===== config.mk =====
export PLATFORM = sky130hd
export DESIGN_NAME = solid_kmer_coverage_island_unit
export DESIGN_NICKNAME = d
export VERILOG_FILES = /design/src/rtl/core/skc_pkg.sv /design/src/rtl/core/solid_kmer_coverage_island_unit.sv /design/src/rtl/core/skc_cell.sv /design/src/rtl/core/skc_tap.sv
export SDC_FILE = /design/constraint.sdc
export NUM_CORES = 2
export LEC_CHECK = 0
export BUFFER_PORTS_ARGS = -buffer_cell sky130_fd_sc_hd__clkbuf_2
export CELL_PAD_IN_SITES_DETAIL_PLACEMENT = 1
export CELL_PAD_IN_SITES_GLOBAL_PLACEMENT = 2
export CORE_ASPECT_RATIO = 0.9
export CORE_UTILIZATION = 40
export CTS_CLUSTER_DIAMETER = 120
export DETAILED_ROUTE_END_ITERATION = 8
export PLACE_DENSITY_LB_ADDON = 0.1
export SLEW_MARGIN = 20
export SYNTH_ARGS = -nofsm -noshare
export SYNTH_HDL_FRONTEND = slang
export SYNTH_SLANG_ARGS = --single-unit

===== constraint.sdc =====
create_clock -name aclk -period 31.5 [get_ports aclk]
set_clock_uncertainty 0.05 [all_clocks]
set_input_delay 9.45 -clock aclk [delete_from_list [all_inputs] [get_ports aclk]]
set_output_delay 9.45 -clock aclk [all_outputs]
set_load 0.01 [all_outputs]

===== src/rtl/core/skc_pkg.sv =====
// Shared types and constants for the solid k-mer coverage island unit.
// Used by skc_cell, skc_tap and solid_kmer_coverage_island_unit; no dependencies.
`default_nettype none

package skc_pkg;

    // Sizing
    localparam int MAX_KMER_DEF = 63;
    localparam int LANES        = 8;
    localparam int IN_DATA_W    = 24;
    localparam int OUT_DATA_W   = 64;
    localparam int CFG_DATA_W   = 8;

    // Register indexes of the configuration port
    localparam logic [0:0] CFG_KMER_LEN  = 1'b0;
    localparam logic [0:0] CFG_MIN_COUNT = 1'b1;

    // Reset values and limits
    localparam logic [5:0]  KMER_LEN_RST  = 6'd33;
    localparam logic [7:0]  MIN_COUNT_RST = 8'd3;
    localparam logic [5:0]  COVER_MAX     = 6'h3f;
    localparam logic [5:0]  RUN6_MAX      = 6'h3f;
    localparam logic [15:0] RUN16_MAX     = 16'hffff;
    localparam logic [2:0]  BASE_AMBIG    = 3'd4;

    // One pending base: coverage counts and flags of the k-mer ending there
    typedef struct packed {
        logic [5:0] lcov;
        logic [5:0] hcov;
        logic       solid;
        logic       high;
    } cell_t;

    // Controls broadcast to every cell of the chain
    typedef struct packed {
        logic step;      // shift one place down the chain
        logic clear;     // drop all contents (end of read)
        logic inc_low;   // add a solid k-mer to covered cells
        logic inc_high;  // add a solid and high k-mer to covered cells
    } cell_ctl_t;

    typedef enum logic {
        ST_RUN,
        ST_FLUSH
    } state_t;

endpackage

`default_nettype wire


===== src/rtl/core/solid_kmer_coverage_island_unit.sv =====
// Top level of the solid k-mer coverage island unit: control, run and island
// tracking, chain of skc_cell, tap skc_tap, output register. Uses skc_pkg.
//
//  channel | ports                          | word
//  --------+--------------------------------+------------------------------------
//  config  | cfg_wr_en/_index/_data         | kmer_len (0), min_count (1)
//  input   | s_tvalid/s_tready/s_tdata/tlast| one base with its k-mer counts
//  result  | m_tvalid/m_tready/m_tdata/tlast| coverage of one base, island at end
//
// One base is taken per cycle while no flush runs and the result channel does
// not stall. Its result, if any, passes the tap register at the accepting edge
// and then the output register. A base marked tlast is followed by a flush
// when k, kmer_len with zero read as one, is above one. Each flush step shifts
// the cell chain one place and holds off the input. Reset is synchronous and
// clears all cells at once. A stalled result word freezes the whole pipeline
// and the input.
`default_nettype none

module solid_kmer_coverage_island_unit #(
    parameter int MAX_KMER = skc_pkg::MAX_KMER_DEF
) (
    input  wire logic                             aclk,
    input  wire logic                             aresetn,
    // configuration write
    input  wire logic                             cfg_wr_en,
    input  wire logic [0:0]                       cfg_wr_index,
    input  wire logic [skc_pkg::CFG_DATA_W-1:0]   cfg_wr_data,
    // input words
    input  wire logic                             s_tvalid,
    output logic                                  s_tready,
    // base_code[2:0], kmer_found[3], kmer_count[11:4], kmer_high_count[17:12]
    input  wire logic [skc_pkg::IN_DATA_W-1:0]    s_tdata,
    input  wire logic                             s_tlast,    // read_end
    // result words
    output logic                                  m_tvalid,
    input  wire logic                             m_tready,
    // position[15:0], low_cover[21:16], high_cover[27:22], solid_flag[28],
    // high_flag[29], island_found[30], island_start[46:31], island_end[63:47]
    output logic [skc_pkg::OUT_DATA_W-1:0]        m_tdata,
    output logic                                  m_tlast     // last_result
);
    import skc_pkg::*;

    // Configuration
    logic [5:0] kmer_len_reg;
    logic [7:0] min_count_reg;
    logic [5:0] k_eff;
    logic [5:0] tap_idx;

    // Per-read tracking
    logic [5:0]  valid_run_reg, valid_run_next;
    logic [15:0] base_index_reg, base_index_next;
    logic [15:0] solid_run_reg, solid_run_next;
    logic [15:0] best_run_reg, best_run_next;
    logic [16:0] best_end_reg, best_end_next;
    logic [5:0]  seen_reg, seen_next;

    // Flush bookkeeping
    state_t      state_reg, state_next;
    logic [5:0]  flush_d_reg, flush_d_next;
    logic [5:0]  start_reg, start_next;
    logic [15:0] cur_reg, cur_next;
    logic        isl_found_reg, isl_found_next;
    logic [15:0] isl_start_reg, isl_start_next;
    logic [16:0] isl_end_reg, isl_end_next;

    // Tap stage
    logic        s1_valid_reg, s1_valid_next;
    logic [15:0] s1_pos_reg, s1_pos_next;
    logic        s1_last_reg, s1_last_next;
    logic        s1_found_reg, s1_found_next;
    logic [15:0] s1_start_reg, s1_start_next;
    logic [16:0] s1_end_reg, s1_end_next;

    // Output stage
    logic        m_valid_reg;
    logic        out_last_reg;
    logic [15:0] out_pos_reg;
    cell_t       out_cell_reg;
    logic        out_found_reg;
    logic [15:0] out_start_reg;
    logic [16:0] out_end_reg;

    // Chain
    cell_ctl_t              cell_ctl;
    cell_t                  left0;
    cell_t [MAX_KMER-1:0]   cell_q;
    cell_t [MAX_KMER-1:0]   cell_upd;
    cell_t [LANES-1:0]      cand;

    // Input fields and handshake
    logic [2:0]  in_base;
    logic        in_found;
    logic [7:0]  in_count;
    logic [5:0]  in_hcount;
    logic        stall;
    logic        adv;
    logic        accept;

    // Per-base decisions
    logic        base_ok;
    logic [5:0]  vrun_new;
    logic        gate;
    logic        new_solid;
    logic        new_high;
    logic [15:0] srun_new;
    logic [15:0] best1;
    logic [16:0] bend1;
    logic [15:0] best_fin;
    logic [16:0] bend_fin;
    logic [5:0]  seen_new;
    logic        emit_now;
    logic [5:0]  start_v;
    logic        isl_found_v;
    logic [16:0] isl_start_full;

    // Configuration writes
    always_ff @(posedge aclk) begin
        if (!aresetn) begin
            kmer_len_reg  <= KMER_LEN_RST;
            min_count_reg <= MIN_COUNT_RST;
        end else if (cfg_wr_en) begin
            unique case (cfg_wr_index)
                CFG_KMER_LEN:  kmer_len_reg  <= cfg_wr_data[5:0];
                CFG_MIN_COUNT: min_count_reg <= cfg_wr_data[7:0];
            endcase
        end
    end

    // Effective k: zero reads as one, clamp to the chain length
    always_comb begin
        k_eff = (kmer_len_reg == 6'd0) ? 6'd1 : kmer_len_reg;
        if (k_eff > 6'(MAX_KMER)) begin
            k_eff = 6'(MAX_KMER);
        end
    end
    assign tap_idx = k_eff - 6'd1;

    // Unpack the input word
    assign in_base   = s_tdata[2:0];
    assign in_found  = s_tdata[3];
    assign in_count  = s_tdata[11:4];
    assign in_hcount = s_tdata[17:12];

    // Handshake: a waiting result word freezes everything
    assign stall    = m_valid_reg && !m_tready;
    assign adv      = !stall;
    assign s_tready = adv && (state_reg == ST_RUN);
    assign accept   = s_tvalid && s_tready;

    // Classify the k-mer ending at this base
    always_comb begin
        base_ok  = (in_base < BASE_AMBIG);
        vrun_new = !base_ok ? 6'd0 :
                   (valid_run_reg == RUN6_MAX) ? RUN6_MAX : valid_run_reg + 6'd1;
        gate      = base_ok && (vrun_new >= k_eff) && in_found;
        new_solid = gate && (in_count >= min_count_reg);
        new_high  = gate && ({3'b000, in_hcount} >= ({1'b0, min_count_reg} + 9'd1));
    end

    // Track solid runs and the longest island
    always_comb begin
        if (new_solid) begin
            srun_new = (solid_run_reg == RUN16_MAX) ? RUN16_MAX : solid_run_reg + 16'd1;
        end else begin
            srun_new = 16'd0;
        end
        best1 = best_run_reg;
        bend1 = best_end_reg;
        if (!new_solid && (solid_run_reg > best_run_reg)) begin
            best1 = solid_run_reg;
            bend1 = {1'b0, base_index_reg};
        end
        best_fin = best1;
        bend_fin = bend1;
        if (srun_new > best1) begin
            best_fin = srun_new;
            bend_fin = {1'b0, base_index_reg} + 17'd1;
        end
        isl_found_v    = (best_fin != 16'd0);
        isl_start_full = bend_fin - {1'b0, best_fin} - {11'b0, k_eff} + 17'd1;
        seen_new = (seen_reg == RUN6_MAX) ? RUN6_MAX : seen_reg + 6'd1;
        emit_now = (seen_new >= k_eff);
        start_v  = emit_now ? tap_idx : seen_new;
    end

    // Next state, chain controls and tap stage contents
    always_comb begin
        state_next      = state_reg;
        flush_d_next    = flush_d_reg;
        start_next      = start_reg;
        cur_next        = cur_reg;
        isl_found_next  = isl_found_reg;
        isl_start_next  = isl_start_reg;
        isl_end_next    = isl_end_reg;
        valid_run_next  = valid_run_reg;
        base_index_next = base_index_reg;
        solid_run_next  = solid_run_reg;
        best_run_next   = best_run_reg;
        best_end_next   = best_end_reg;
        seen_next       = seen_reg;
        s1_valid_next   = s1_valid_reg;
        s1_pos_next     = s1_pos_reg;
        s1_last_next    = s1_last_reg;
        s1_found_next   = s1_found_reg;
        s1_start_next   = s1_start_reg;
        s1_end_next     = s1_end_reg;
        cell_ctl        = '0;
        left0           = '0;

        unique case (state_reg)
            ST_RUN: begin
                if (accept) begin
                    cell_ctl.step     = 1'b1;
                    cell_ctl.inc_low  = new_solid;
                    cell_ctl.inc_high = new_solid && new_high;
                    left0.solid       = new_solid;
                    left0.high        = new_high;

                    s1_valid_next = emit_now;
                    s1_pos_next   = base_index_reg - {10'b0, tap_idx};
                    s1_last_next  = s_tlast && (start_v == 6'd0);
                    s1_found_next = s1_last_next && isl_found_v;
                    s1_start_next = (s1_last_next && isl_found_v) ? isl_start_full[15:0] : 16'd0;
                    s1_end_next   = (s1_last_next && isl_found_v) ? bend_fin : 17'd0;

                    if (s_tlast) begin
                        // Latch what the flush needs, drop per-read state
                        cur_next        = base_index_reg;
                        start_next      = start_v;
                        flush_d_next    = k_eff - 6'd2;
                        isl_found_next  = isl_found_v;
                        isl_start_next  = isl_found_v ? isl_start_full[15:0] : 16'd0;
                        isl_end_next    = isl_found_v ? bend_fin : 17'd0;
                        valid_run_next  = 6'd0;
                        base_index_next = 16'd0;
                        solid_run_next  = 16'd0;
                        best_run_next   = 16'd0;
                        best_end_next   = 17'd0;
                        seen_next       = 6'd0;
                        if (start_v == 6'd0) begin
                            cell_ctl.clear = 1'b1;
                        end else begin
                            state_next = ST_FLUSH;
                        end
                    end else begin
                        valid_run_next  = vrun_new;
                        base_index_next = base_index_reg + 16'd1;
                        solid_run_next  = srun_new;
                        best_run_next   = best1;
                        best_end_next   = bend1;
                        seen_next       = seen_new;
                    end
                end else if (adv) begin
                    s1_valid_next = 1'b0;
                end
            end
            ST_FLUSH: begin
                if (adv) begin
                    // Shift the chain so the next younger base reaches the tap
                    cell_ctl.step = 1'b1;
                    s1_valid_next = (flush_d_reg < start_reg);
                    s1_pos_next   = cur_reg - {10'b0, flush_d_reg};
                    s1_last_next  = (flush_d_reg == 6'd0);
                    s1_found_next = s1_last_next && isl_found_reg;
                    s1_start_next = s1_last_next ? isl_start_reg : 16'd0;
                    s1_end_next   = s1_last_next ? isl_end_reg : 17'd0;
                    if (flush_d_reg == 6'd0) begin
                        cell_ctl.clear = 1'b1;
                        state_next     = ST_RUN;
                    end else begin
                        flush_d_next = flush_d_reg - 6'd1;
                    end
                end
            end
        endcase
    end

    // Control and tracking registers
    always_ff @(posedge aclk) begin
        if (!aresetn) begin
            state_reg      <= ST_RUN;
            flush_d_reg    <= 6'd0;
            start_reg      <= 6'd0;
            valid_run_reg  <= 6'd0;
            base_index_reg <= 16'd0;
            solid_run_reg  <= 16'd0;
            best_run_reg   <= 16'd0;
            best_end_reg   <= 17'd0;
            seen_reg       <= 6'd0;
            s1_valid_reg   <= 1'b0;
            m_valid_reg    <= 1'b0;
        end else begin
            state_reg      <= state_next;
            flush_d_reg    <= flush_d_next;
            start_reg      <= start_next;
            valid_run_reg  <= valid_run_next;
            base_index_reg <= base_index_next;
            solid_run_reg  <= solid_run_next;
            best_run_reg   <= best_run_next;
            best_end_reg   <= best_end_next;
            seen_reg       <= seen_next;
            s1_valid_reg   <= s1_valid_next;
            if (adv) begin
                m_valid_reg <= s1_valid_reg;
            end
        end
    end

    // Payload registers of the flush bookkeeping, tap and output stages
    always_ff @(posedge aclk) begin
        cur_reg       <= cur_next;
        isl_found_reg <= isl_found_next;
        isl_start_reg <= isl_start_next;
        isl_end_reg   <= isl_end_next;
        s1_pos_reg    <= s1_pos_next;
        s1_last_reg   <= s1_last_next;
        s1_found_reg  <= s1_found_next;
        s1_start_reg  <= s1_start_next;
        s1_end_reg    <= s1_end_next;
        if (adv) begin
            out_last_reg  <= s1_last_reg;
            out_pos_reg   <= s1_pos_reg;
            out_cell_reg  <= cand[tap_idx[2:0]];
            out_found_reg <= s1_found_reg;
            out_start_reg <= s1_start_reg;
            out_end_reg   <= s1_end_reg;
        end
    end

    // Chain of cells, newest base at cell zero
    for (genvar i = 0; i < MAX_KMER; i++) begin : g_cell
        if (i == 0) begin : g_head
            skc_cell #(.IDX(i)) u_cell (
                .aclk    (aclk),
                .aresetn (aresetn),
                .ctl     (cell_ctl),
                .k_eff   (k_eff),
                .left    (left0),
                .upd     (cell_upd[i]),
                .q       (cell_q[i])
            );
        end else begin : g_body
            skc_cell #(.IDX(i)) u_cell (
                .aclk    (aclk),
                .aresetn (aresetn),
                .ctl     (cell_ctl),
                .k_eff   (k_eff),
                .left    (cell_q[i-1]),
                .upd     (cell_upd[i]),
                .q       (cell_q[i])
            );
        end
    end

    // Group select of the tap
    skc_tap #(.MAX_KMER(MAX_KMER)) u_tap (
        .aclk  (aclk),
        .en    (adv),
        .grp   (tap_idx[5:3]),
        .cells (cell_upd),
        .cand  (cand)
    );

    // Drive the result channel
    assign m_tvalid = m_valid_reg;
    assign m_tlast  = out_last_reg;
    assign m_tdata  = {out_end_reg, out_start_reg, out_found_reg, out_cell_reg.high,
                       out_cell_reg.solid, out_cell_reg.hcov, out_cell_reg.lcov,
                       out_pos_reg};

    // Input is held off for the whole flush
    a_flush_blocks_input: assert property (@(posedge aclk) disable iff (!aresetn)
        (state_reg == ST_FLUSH) |-> !s_tready)
        else $error("input taken during flush");

    // Flush distance stays inside the window
    a_flush_in_window: assert property (@(posedge aclk) disable iff (!aresetn)
        (state_reg == ST_FLUSH) |-> (flush_d_reg < k_eff))
        else $error("flush distance outside k-mer window");

    // Last flush step returns to run
    a_flush_ends: assert property (@(posedge aclk) disable iff (!aresetn)
        (state_reg == ST_FLUSH && adv && flush_d_reg == 6'd0) |=> (state_reg == ST_RUN))
        else $error("flush did not end");

    // Island bounds are zero unless an island is reported on the last word
    a_island_zero: assert property (@(posedge aclk) disable iff (!aresetn)
        (m_valid_reg && !(out_last_reg && out_found_reg)) |->
        (out_start_reg == 16'd0 && out_end_reg == 17'd0 && !out_found_reg))
        else $error("island fields set off the last word");

endmodule

`default_nettype wire


===== src/rtl/core/skc_cell.sv =====
// One cell of the coverage chain: holds a pending base and takes its
// neighbor's contents on each step. Depends on skc_pkg.
`default_nettype none

module skc_cell #(
    parameter int IDX = 0
) (
    input  wire logic              aclk,
    input  wire logic              aresetn,
    input  wire skc_pkg::cell_ctl_t ctl,
    input  wire logic [5:0]        k_eff,
    input  wire skc_pkg::cell_t    left,
    output skc_pkg::cell_t         upd,
    output skc_pkg::cell_t         q
);
    import skc_pkg::*;

    logic  hit;
    cell_t cell_reg;
    cell_t cell_next;

    // This cell lies inside the window of the newest k-mer
    assign hit = (6'(IDX) < k_eff);

    // Shifted value plus saturating coverage increment
    always_comb begin
        upd = left;
        if (ctl.inc_low && hit && (left.lcov != COVER_MAX)) begin
            upd.lcov = left.lcov + 6'd1;
        end
        if (ctl.inc_high && hit && (left.hcov != COVER_MAX)) begin
            upd.hcov = left.hcov + 6'd1;
        end
    end

    always_comb begin
        if (ctl.clear) begin
            cell_next = '0;
        end else if (ctl.step) begin
            cell_next = upd;
        end else begin
            cell_next = cell_reg;
        end
    end

    always_ff @(posedge aclk) begin
        if (!aresetn) begin
            cell_reg <= '0;
        end else begin
            cell_reg <= cell_next;
        end
    end

    assign q = cell_reg;

endmodule

`default_nettype wire


===== src/rtl/core/skc_tap.sv =====
// Registered first level of the output tap: picks one group of eight cells
// of the chain by the upper tap bits. Depends on skc_pkg.
`default_nettype none

module skc_tap #(
    parameter int MAX_KMER = skc_pkg::MAX_KMER_DEF
) (
    input  wire logic                                  aclk,
    input  wire logic                                  en,
    input  wire logic [2:0]                            grp,
    input  wire skc_pkg::cell_t [MAX_KMER-1:0]         cells,
    output skc_pkg::cell_t [skc_pkg::LANES-1:0]        cand
);
    import skc_pkg::*;

    localparam int NGRP = (MAX_KMER + LANES - 1) / LANES;

    cell_t [LANES-1:0][NGRP-1:0] part;
    cell_t [LANES-1:0]           sel;
    cell_t [LANES-1:0]           cand_reg;

    // Gate each cell onto its lane when its group is chosen
    for (genvar l = 0; l < LANES; l++) begin : g_lane
        for (genvar g = 0; g < NGRP; g++) begin : g_grp
            if (g * LANES + l < MAX_KMER) begin : g_cell
                assign part[l][g] = (grp == 3'(g)) ? cells[g * LANES + l] : '0;
            end else begin : g_none
                assign part[l][g] = '0;
            end
        end
    end

    // Merge the gated groups of each lane
    always_comb begin
        for (int l = 0; l < LANES; l++) begin
            sel[l] = '0;
            for (int g = 0; g < NGRP; g++) begin
                sel[l] = sel[l] | part[l][g];
            end
        end
    end

    // Hold candidates for the lane select in the output stage
    always_ff @(posedge aclk) begin
        if (en) begin
            cand_reg <= sel;
        end
    end

    assign cand = cand_reg;

endmodule

`default_nettype wire

==> metrics.md <==
| Metric | Value |
|---|---|
| Status | finished clean |
| Cell area after layout | 74300 um2 |
| Flops & latches, synth | 1222 |
| Actual slew at the worst max-slew pin | 1200 ps |
| Final nets | 7900 |
| Slew headroom | 19.2% |
| RR Endpoint | s1_start_reg[15] |
| Number of global-route vias before repair | 59086 |
| Pin count of the biggest net entering global routing | 225 |
| Post-synthesis mux area share | 3.84% |
| Setup violators final | 0 |
| Min setup slack post-route | 11550 ps |
| Cell Area, Synth | 67100 um2 |
| Int Pwr | 3.06 mW |
| Overall power | 4.55 mW |
| Peak VDD IR | 0.0000405 V |
| First-pass GRT wire length | 419000 um |
| Max-slew violation count | 0 |
| EDFF count, synth | 278 |
| Fill count | 19259 |
| Worst hold endpoint | out_start_reg[4] |
| Worst Setup Path Type | primary input to output port |
| Max cap viols | 0 |
| Main flop type after synthesis | dfxtp_1 |
| Worst r2r path cells | 34 |
| Switching part of the total | 32.8% |
| Worst-skew pair later-pin latency | 800 ps |
| Ys async rst share | 0% |
| Fin crit share | 63.3% |
| RSZ-0062 raised after global routing | no |
| Final WL | 291000 um |
| DRC Markers | 0 |
| Placeable Area | 166000 um2 |
| Gr usage total | 33.6% |
| Synth area leaders | dfxtp_1 28%, edfxtp_1 12%, a211oi_1 6.9%, nor2_1 6.4%, nand2_1 4.8% |
| Xor/xnor share of the synthesized area | 8.14% |
| Post-synth top cells | 1144 x nor2_1, 944 x dfxtp_1, 850 x nand2_1, 615 x a211oi_1, 381 x a21oi_1 |
| Most frequent cell after synthesis | nor2_1 |
| Initial DRC count | 5967 |
| Syn-to-layout area delta | 10.8% |
| H-Tree Depth | 4 |
| Top-area cell type share of the netlist area | 28.2% |
| Power Dens Cells | 61.2 nW/um2 |
| Worst Min Path Start | s1_start_reg[4] |
| Die area | 169000 um2 |
| Cell Area, Placed | 69200 um2 |
| Via count | 61296 |
| I/O Buffers | 97 |
| Post-Syn Area per Cell | 8.64 um2 |
| Combinational Power Share | 18.2% |
| TritonCTS clock tree | yes |
| NetSw | 1.49 mW |
| I/O pin count | 106 |
| Layout cells sized above 1 | 7.88% |
| Die X | 434 um |
| Clock buffer count from CTS | 145 |
| Number of iterations in the first detailed-routing pass | 6 |
| GP Congestion | 0.909 |
| Critical path's largest stage delay | 590 ps |
| Synth area leader | dfxtp_1 |
| Grt total ovfl | 0 |
| Max FFs per register | 834 |
| Yosys warning count | 0 |
| DP HPWL | 207000 um |
| Clk sink count | 1222 |
| Vias per inst | 6.15 |
| Num rows | 142 |
| Sequential cell area fraction in the yosys report | 40.6% |
| Clock Power Share | 39.4% |
| Post-Synthesis Cells | 7769 |
| Max clock buf depth | 3 |
| Root Driver | clkbuf_16 |
| Crit path DAT | 10450 ps |
| Sequential Power Share | 42.4% |
| Net Count, Synth | 8066 |
| R2r startpoint | kmer_len_reg[3] |
| Post-Synth Adder-Cell Area | 4.90% |
| Placement Setup Slack | 11520 ps |
| HP Class | flop to flop |
| Hold_buf cts | 0 |
| Crit-path cells | clkbuf_2 > nor2b_1 > nor2_1 > clkbuf_2 |
| Clk pin slew, worst setup/hold paths | 50 ps |
| Crit end category | output port |
| Setup crit start kind | primary input |
| Req. time, crit path | 22000 ps |
| Most used cell, CP | clkbuf_2 |
| Slowest-stage cell, CP | nor2b_1 |
| Post-CTS Resized | 0 |
| Peak Freq | 50.1 MHz |
| Min-Delay Path Depth | 0 |
| DR WL/cell | 29.2 um |
| R2R Setup Slk | 20890 ps |
| Starting density of the core | 40.3% |
| Post-Synth Simple-Gate Area | 20.7% |
| Setup Total Neg Slack | 0 ps |
| Tmin final | 19950 ps |
| Cell variety after synth | 99 |
| Final hold viol count | 0 |
| Die Height | 391 um |
| Initial antenna violation count | 22 |
| Post-CTS setup buffers | 0 |
| Critical path fanouts, max | 4 |
| Main combinational cell family by area after synthesis | simple AND/OR/NAND/NOR gates |
| Final Util | 44.6% |
| Compound-Gate Fraction of Synth Area | 17.5% |
| Antenna Nets Post-Route | 0 |
| Leak | 26.8 nW |
==> how the worst max path moves through the flow <==
stage	cells past startpoint	to	slack (ps)	from
2_1_floorplan	2	s_tready	12260	m_tready
3_3_place_gp	4	s_tready	11530	m_tready
3_5_place_dp	4	s_tready	11520	m_tready
4_1_cts	4	s_tready	11510	m_tready
5_1_grt	4	s_tready	11530	m_tready
6_report	4	s_tready	11550	m_tready
==> power by group through the flow <==
stage	registers, mW	clock network (mW)	logic (mW)
floorplan	1.90	0	0.488
global placement	1.95	0	0.792
detailed placement	1.96	0	0.806
CTS	1.92	1.82	0.811
global route	1.94	1.88	0.874
finish	1.93	1.79	0.828
==> placed cells by master (no fill, tap or decap), types with 82 or more instances in the layout <==
cell,instances
buf_4,121
nor2_1,1134
inv_1,116
clkbuf_16,152
dfxtp_1,943
o21ai_0,158
xor2_1,340
clkbuf_2,98
o22ai_1,178
nand4_1,212
xnor2_1,276
and3_1,152
nor4_1,82
a211oi_1,615
nor3_1,168
nand3_1,212
nand2_1,841
a21oi_1,380
mux2i_1,171
edfxtp_1,278
ha_1,249
==> metal layers <==
layer	up-vias	share of wire, %	track usage (%)
met2	2137	43	50.7
met4	22	4.5	13.8
met5	-	0.059	0
met1	30654	45	47.1
met3	497	7.3	6.05
li1	27986	-	-
==> kinds of logic (layout without fill, tap and decap cells) <==
logic type,count (synthesis),count (layout)
and+or+nand+nor,3060,3060
AOI/OAI and AO/OA,1726,1726
DFF,1222,1222
buffers and inverters,667,623
xor gates and xnor gates,619,619
adders and majority gates,258,258
muxes,217,217
other,0,7
==> critical path, delay by kind of cell <==
kind | cells | cell delay, ps
buffers and inverters | 2 | 250
and+or+nand+nor | 2 | 740
==> stage by stage <==
stage | instances | hold slack [ps]
after floorplan | 7769 | 350
after global routing | 9960 | 372
after global placement | 9685 | 350
after detailed placement | 9685 | 355
final | 9964 | 364
after CTS | 9954 | 364
==> final cells by class <==
cell class                      count  area [um2]  area share, %
Multi-Input combinational cell   5880       37200           50.1
Timing Repair Buffer              226        1570           2.11
Clock inverter                     80         897           1.21
Clock buffer                      189        4090           5.50
Inverter                          128         497          0.668
Tap cell                         2232        2790           3.76
Antenna cell                        7        17.5         0.0236
Sequential cell                  1222       27200           36.7
Note: power is estimated with default switching activity, not from simulation.
